File: config.mk
export PLATFORM = sky130hd
export DESIGN_NAME = lcd_controller_serial_frame_writer
export DESIGN_NICKNAME = d
export VERILOG_FILES = /design/src/hw/rtl/lcdsw_pkg.sv /design/src/hw/rtl/lcdsw_datapath.sv /design/src/hw/rtl/lcdsw_controller.sv /design/src/hw/rtl/lcd_controller_serial_frame_writer.sv
export SDC_FILE = /design/constraint.sdc
export NUM_CORES = 1
export LEC_CHECK = 0
export BUFFER_PORTS_ARGS = -buffer_cell sky130_fd_sc_hd__buf_2
export CORE_MARGIN = 2
export CORE_UTILIZATION = 45
export CTS_CLUSTER_SIZE = 40
export DETAILED_ROUTE_END_ITERATION = 12
export PLACE_DENSITY = 0.67
export SKIP_LAST_GASP = 1
export SYNTH_ARGS = -nofsm -noshare
export SYNTH_HDL_FRONTEND = slang
export SYNTH_SLANG_ARGS = --single-unit
File: constraint.sdc
create_clock -name clk -period 1.45 [get_ports clk]
set_input_delay 0.145 -clock clk [delete_from_list [all_inputs] [get_ports clk]]
set_output_delay 0.145 -clock clk [all_outputs]
set_load 0.01 [all_outputs]
File: src/hw/rtl/lcdsw_pkg.sv
// Shared types and constants for the three-wire LCD serial frame writer.
// No dependencies; imported by the controller, the datapath and the top level.
package lcdsw_pkg;

  // Frame layout constants.
  localparam logic [3:0] CMD_PREFIX  = 4'b1000;
  localparam logic [2:0] DATA_HEADER = 3'b101;
  localparam int unsigned SHIFT_W    = 17;
  localparam int unsigned COUNT_W    = 5;
  localparam logic [COUNT_W-1:0] CMD_BITS   = 5'd12;
  localparam logic [COUNT_W-1:0] OPEN_BITS  = 5'd17;
  localparam logic [COUNT_W-1:0] DATA_BITS  = 5'd8;

  // Action codes of a request.
  localparam logic ACT_COMMAND = 1'b0;
  localparam logic ACT_DATA    = 1'b1;

  typedef struct packed {
    logic       action;
    logic [7:0] value;
    logic [5:0] address;
    logic       first_of_burst;
    logic       last_of_burst;
  } req_t;

  typedef struct packed {
    logic data_bit;
    logic select_fall;
    logic select_rise;
    logic last_bit;
  } rsp_t;

  typedef enum logic {
    ST_IDLE,
    ST_SEND
  } state_t;

  // Commands from the controller to the datapath.
  typedef struct packed {
    logic load;
    logic shift;
  } dp_cmd_t;

  // Status from the datapath to the controller.
  typedef struct packed {
    logic final_bit;
  } dp_status_t;

endpackage

File: src/hw/rtl/lcdsw_datapath.sv
// Shift register and bit counter that serialize one request into its bits.
// Depends on lcdsw_pkg.
module lcdsw_datapath
  import lcdsw_pkg::*;
(
  input  logic       clk,
  input  logic       rst,
  input  req_t       req,
  input  dp_cmd_t    cmd,
  output dp_status_t status,
  output rsp_t       rsp
);

  logic [SHIFT_W-1:0] shreg;
  logic [COUNT_W-1:0] remain;
  logic               fall_pend;
  logic               rise_flag;
  logic               final_bit;

  assign final_bit = (remain == COUNT_W'(1));

  // Bit counter is control state and is cleared by reset.
  always_ff @(posedge clk) begin
    if (rst) begin
      remain <= '0;
    end else if (cmd.load) begin
      if (req.action == ACT_COMMAND) begin
        remain <= CMD_BITS;
      end else if (req.first_of_burst) begin
        remain <= OPEN_BITS;
      end else begin
        remain <= DATA_BITS;
      end
    end else if (cmd.shift) begin
      remain <= remain - COUNT_W'(1);
    end
  end

  // The frame is left aligned so the next bit is always the top bit.
  always_ff @(posedge clk) begin
    if (cmd.load) begin
      if (req.action == ACT_COMMAND) begin
        shreg     <= {CMD_PREFIX, req.value, 5'b0};
        fall_pend <= 1'b1;
        rise_flag <= 1'b1;
      end else if (req.first_of_burst) begin
        shreg     <= {DATA_HEADER, req.address, req.value};
        fall_pend <= 1'b1;
        rise_flag <= req.last_of_burst;
      end else begin
        shreg     <= {req.value, 9'b0};
        fall_pend <= 1'b0;
        rise_flag <= req.last_of_burst;
      end
    end else if (cmd.shift) begin
      shreg     <= {shreg[SHIFT_W-2:0], 1'b0};
      fall_pend <= 1'b0;
    end
  end

  // Result fields come straight from the registers, so they hold while stalled.
  assign rsp.data_bit    = shreg[SHIFT_W-1];
  assign rsp.select_fall = fall_pend;
  assign rsp.select_rise = rise_flag & final_bit;
  assign rsp.last_bit    = final_bit;

  assign status.final_bit = final_bit;

endmodule

File: src/hw/rtl/lcdsw_controller.sv
// Controller state machine that loads a request and steps through its bits.
// Depends on lcdsw_pkg.
module lcdsw_controller
  import lcdsw_pkg::*;
(
  input  logic       clk,
  input  logic       rst,
  input  logic       req_valid,
  output logic       req_stall,
  output logic       rsp_valid,
  input  logic       rsp_stall,
  input  dp_status_t status,
  output dp_cmd_t    cmd
);

  state_t state;
  state_t state_next;

  always_ff @(posedge clk) begin
    if (rst) begin
      state <= ST_IDLE;
    end else begin
      state <= state_next;
    end
  end

  // Next state.
  always_comb begin
    state_next = state;
    case (state)
      ST_IDLE: begin
        if (req_valid) begin
          state_next = ST_SEND;
        end
      end
      ST_SEND: begin
        if (!rsp_stall && status.final_bit) begin
          state_next = ST_IDLE;
        end
      end
      default: state_next = ST_IDLE;
    endcase
  end

  // Outputs.
  always_comb begin
    req_stall = 1'b1;
    rsp_valid = 1'b0;
    cmd       = '0;
    case (state)
      ST_IDLE: begin
        req_stall = 1'b0;
        cmd.load  = req_valid;
      end
      ST_SEND: begin
        rsp_valid = 1'b1;
        cmd.shift = !rsp_stall;
      end
      default: begin
        req_stall = 1'b1;
      end
    endcase
  end

endmodule

File: src/hw/rtl/lcd_controller_serial_frame_writer.sv
// Top level of the three-wire LCD serial frame writer.
// Depends on lcdsw_pkg, lcdsw_controller and lcdsw_datapath.
//
// Each request turns into one result per serial bit, most significant bit
// first: 12 bits for a command, 17 for a data byte that opens a burst and 8
// for any other data byte. Bits leave at one per cycle from a shift register
// while the result side does not stall. A new request is taken only once
// the last bit of the previous one has been delivered.
module lcd_controller_serial_frame_writer
  import lcdsw_pkg::*;
(
  input  logic clk,
  input  logic rst,
  input  logic req_valid,
  output logic req_stall,
  input  req_t req,
  output logic rsp_valid,
  input  logic rsp_stall,
  output rsp_t rsp
);

  dp_cmd_t    cmd;
  dp_status_t status;

  lcdsw_controller u_ctrl (
    .clk       (clk),
    .rst       (rst),
    .req_valid (req_valid),
    .req_stall (req_stall),
    .rsp_valid (rsp_valid),
    .rsp_stall (rsp_stall),
    .status    (status),
    .cmd       (cmd)
  );

  lcdsw_datapath u_dp (
    .clk    (clk),
    .rst    (rst),
    .req    (req),
    .cmd    (cmd),
    .status (status),
    .rsp    (rsp)
  );

  // No request is taken while a bit is being offered.
  a_busy_stalls: assert property (@(posedge clk) disable iff (rst)
    rsp_valid |-> req_stall)
    else $error("request accepted while a frame is in progress");

  // The last bit of a request ends the run of results.
  a_last_ends: assert property (@(posedge clk) disable iff (rst)
    (rsp_valid && !rsp_stall && rsp.last_bit) |=> !rsp_valid)
    else $error("results continue after the last bit");

  // Chip select rises only on the final bit.
  a_rise_on_last: assert property (@(posedge clk) disable iff (rst)
    (rsp_valid && rsp.select_rise) |-> rsp.last_bit)
    else $error("select rise flagged before the last bit");

  // The first bit carries the select fall exactly when the frame opens.
  a_first_fall: assert property (@(posedge clk) disable iff (rst)
    (req_valid && !req_stall) |=>
      (rsp_valid && (rsp.select_fall ==
        ($past(req.action) == ACT_COMMAND || $past(req.first_of_burst)))))
    else $error("select fall flag wrong on first bit");

endmodule

==> impl_metrics.tcl <==
set metrics [dict create \
    async_flop_share 0 \
    num_io_pins 27 \
    antenna_found_initial 0 \
    grt_use_total 0.178 \
    drive_gt1_frac 0.356 \
    synth_edf_count 19 \
    clk_latency_ns 0.31 \
    dp.final_hpwl_um 1930 \
    core_sq_um 2810 \
    cts_max_level 1 \
    cts_root_buf "clkbuf_4" \
    drtIter0Drc 11 \
    syn2layout_area_growth_pct 16.9 \
    min_period_over_period 1.02 \
    finalWirelength_um 2690 \
    setup_ws_ns -0.0300 \
    finalNonFillerCells 177 \
    final-setup-viol-count 1 \
    die_area_sq_um 3440 \
    finalNetCount 170 \
    clk_pin_slew_ns 0.14 \
    synth.avg_cell_area_sq_um 11.4 \
    cts.path.max_buffers 2 \
    fin_hold_ws_ns 0.0666 \
    synth_common_cells "19 x edfxtp_1, 10 x nor2_1, 8 x nand2_1" \
    endpoint_kind "primary output" \
    fin_skew_ns 0.00132 \
    crit_type "reg -> out" \
    dp.cells 168 \
    num_rows 19 \
    rsz0062_at_grt "yes" \
    drv_slew 0 \
    violations "DRC, setup timing" \
    synth_nets 141 \
    worst_pin_slew_ns 0.350 \
    cp.required_ns 1.31 \
    cts_num_sinks 25 \
    cts_tree "built" \
    drc 1 \
    synthFlopType "edfxtp_1" \
    status "finished with violations" \
    antenna_cells 0 \
    synth_seq_cells 25 \
    ant_nets 0 \
    power.density_nw_per_um2 975 \
    yosys.area.top_type "edfxtp_1" \
    worstPathMaxFanout 3 \
    synth_most_common_cell "edfxtp_1" \
    fmax_mhz 676 \
    grt_max_degree 33 \
    p_leak_uw 0.000657 \
    ys_warn_count 0 \
    via_per_inst 5.49 \
    place_congestion 0.792 \
    wire_per_inst_um 15.2 \
    hold_class "in -> reg" \
    seq_area_frac_synth 0.514 \
    cap_violations 0 \
    first_pass_iters 8 \
    num_vias 972 \
    die_h_um 58.6 \
    fp.dieW_um 58.6 \
    grt_pass1_vias 1000 \
    period_needed_ns 1.48 \
    synth_top_area_frac 0.425 \
    relSlewSlack 0.767 \
    synth_area_leaders "edfxtp_1 42%, dfxtp_1 8.9%, a22o_1 3.9%" \
    numCtsBuffers 3 \
    finalHoldViolCount 0 \
    grt_pass1_wl_um 4630 \
    n_fill_cell 271 \
    grt-ovfl-total 0 \
    synth_cell_types 35 \
    startpoint_type "register" \
    ir_drop_mv 0.422 \
    start_util 0.479 \
    crit_arrival_ns 1.34 \
    post-place-ws_ns 0.0992 \
    portBuffers 26 \
    syn_inst 118 \
    netlist_area_sq_um 1340 \
]
==> state kept, by name (all words and copies together) (netlist names) <==
register	cells
u_ctrl.state	1
u_dp.fall_pend	1
u_dp.remain	5
u_dp.rise_flag	1
u_dp.shreg	17
==> per-layer routing <==
layer	routed length (um)	GRT usage	share of wire	vias up
li1	-	-	-	487
met1	1250	0.241	0.46	457
met2	1310	0.291	0.49	26
met3	123	0.0330	0.046	2
met4	9	0.0584	0.0033	0
met5	0	0	0	-
==> metrics by stage <==
| stage | utilization | instance area [sq um] | power [uW] | setup TNS, ns |
|---|---|---|---|---|
| 2_1_floorplan | - | 1350 | 1120 | 0 |
| 3_5_place_dp | 0.529 | 1480 | 1210 | 0 |
| 5_1_grt | 0.560 | 1570 | 1610 | -0.119 |
| 6_report | 0.560 | 1570 | 1530 | -0.0300 |
| 4_1_cts | 0.560 | 1570 | 1550 | -0.0653 |
| 3_3_place_gp | 0.529 | 1480 | 1200 | 0 |
==> what timing repair did <==
item | CTS | global route
gates resized for setup | 6 | 0
buffers inserted | 5 | 0
pin swaps | 1 | 1
gates cloned | 0 | 0
hold buffers | 0 | 0
endpoints found under the setup margin | 2 | 2
==> cells by family after synthesis <==
| group | synth area share |
|---|---|
| XOR/XNOR | 0.0130 |
| AND/OR/NAND/NOR | 0.160 |
| buffers and inverters | 0.0586 |
| AO/OA/AOI/OAI | 0.197 |
| multiplexers | 0.0382 |
| flip-flops | 0.514 |
| adder cells (fa/ha/maj) | 0.0186 |
==> layout make-up <==
cell class | instances | area, sq um | share of cell area
clock buffers | 4 | 26.3 | 0.0167
inverters | 5 | 18.8 | 0.0120
well taps | 31 | 38.8 | 0.0247
flip-flops and latches | 25 | 693 | 0.441
multi-input cells | 79 | 598 | 0.381
repair buffers | 33 | 195 | 0.124
==> worst max-delay path, stage by stage (launching register included) <==
cell and delay, ns:
dfxtp_2 0.35, inv_2 0.07, ha_4 0.12, nor4b_4 0.21, and2_1 0.15, buf_2 0.12
==> path summary, 6_finish.rpt <==
| path | from | end | slack, ns | depth (start not counted) |
|---|---|---|---|---|
| hold reg to reg | u_dp.shreg[9]$_DFFE_PP_ | u_dp.shreg[10]$_DFFE_PP_ | 0.54 | 1 |
| setup reg to reg | u_dp.remain[1]$_SDFFE_PP0P_ | u_dp.remain[2]$_SDFFE_PP0P_ | 0.08 | 7 |
| hold / removal | rst | u_dp.remain[2]$_SDFFE_PP0P_ | 0.07 | 2 |
| setup / recovery | u_dp.remain[1]$_SDFFE_PP0P_ | rsp[1] | -0.03 | 5 |
==> where the power goes <==
group	switching (uW)	internal (uW)
combinational	168	153
sequential	35.7	860
clock	208	108
==> placed cells by master, fill, tap and decap left out, types with 2 or more instances in the layout <==
cell type and count:
a21o_1 5, a211oi_2 2, inv_1 3, inv_2 2, a22o_1 6, nor2_2 2, o21ai_1 5, a21oi_1 5
dfxtp_2 2, mux2i_1 4, nand2_1 7, buf_2 26, dfxtp_1 4, nor3_1 2, and2_1 3, nand2b_1 3
edfxtp_1 19, buf_4 6, nor2_1 10, clkbuf_4 3, a211oi_1 5, and3_1 3
(Power assumes the default switching activity.)
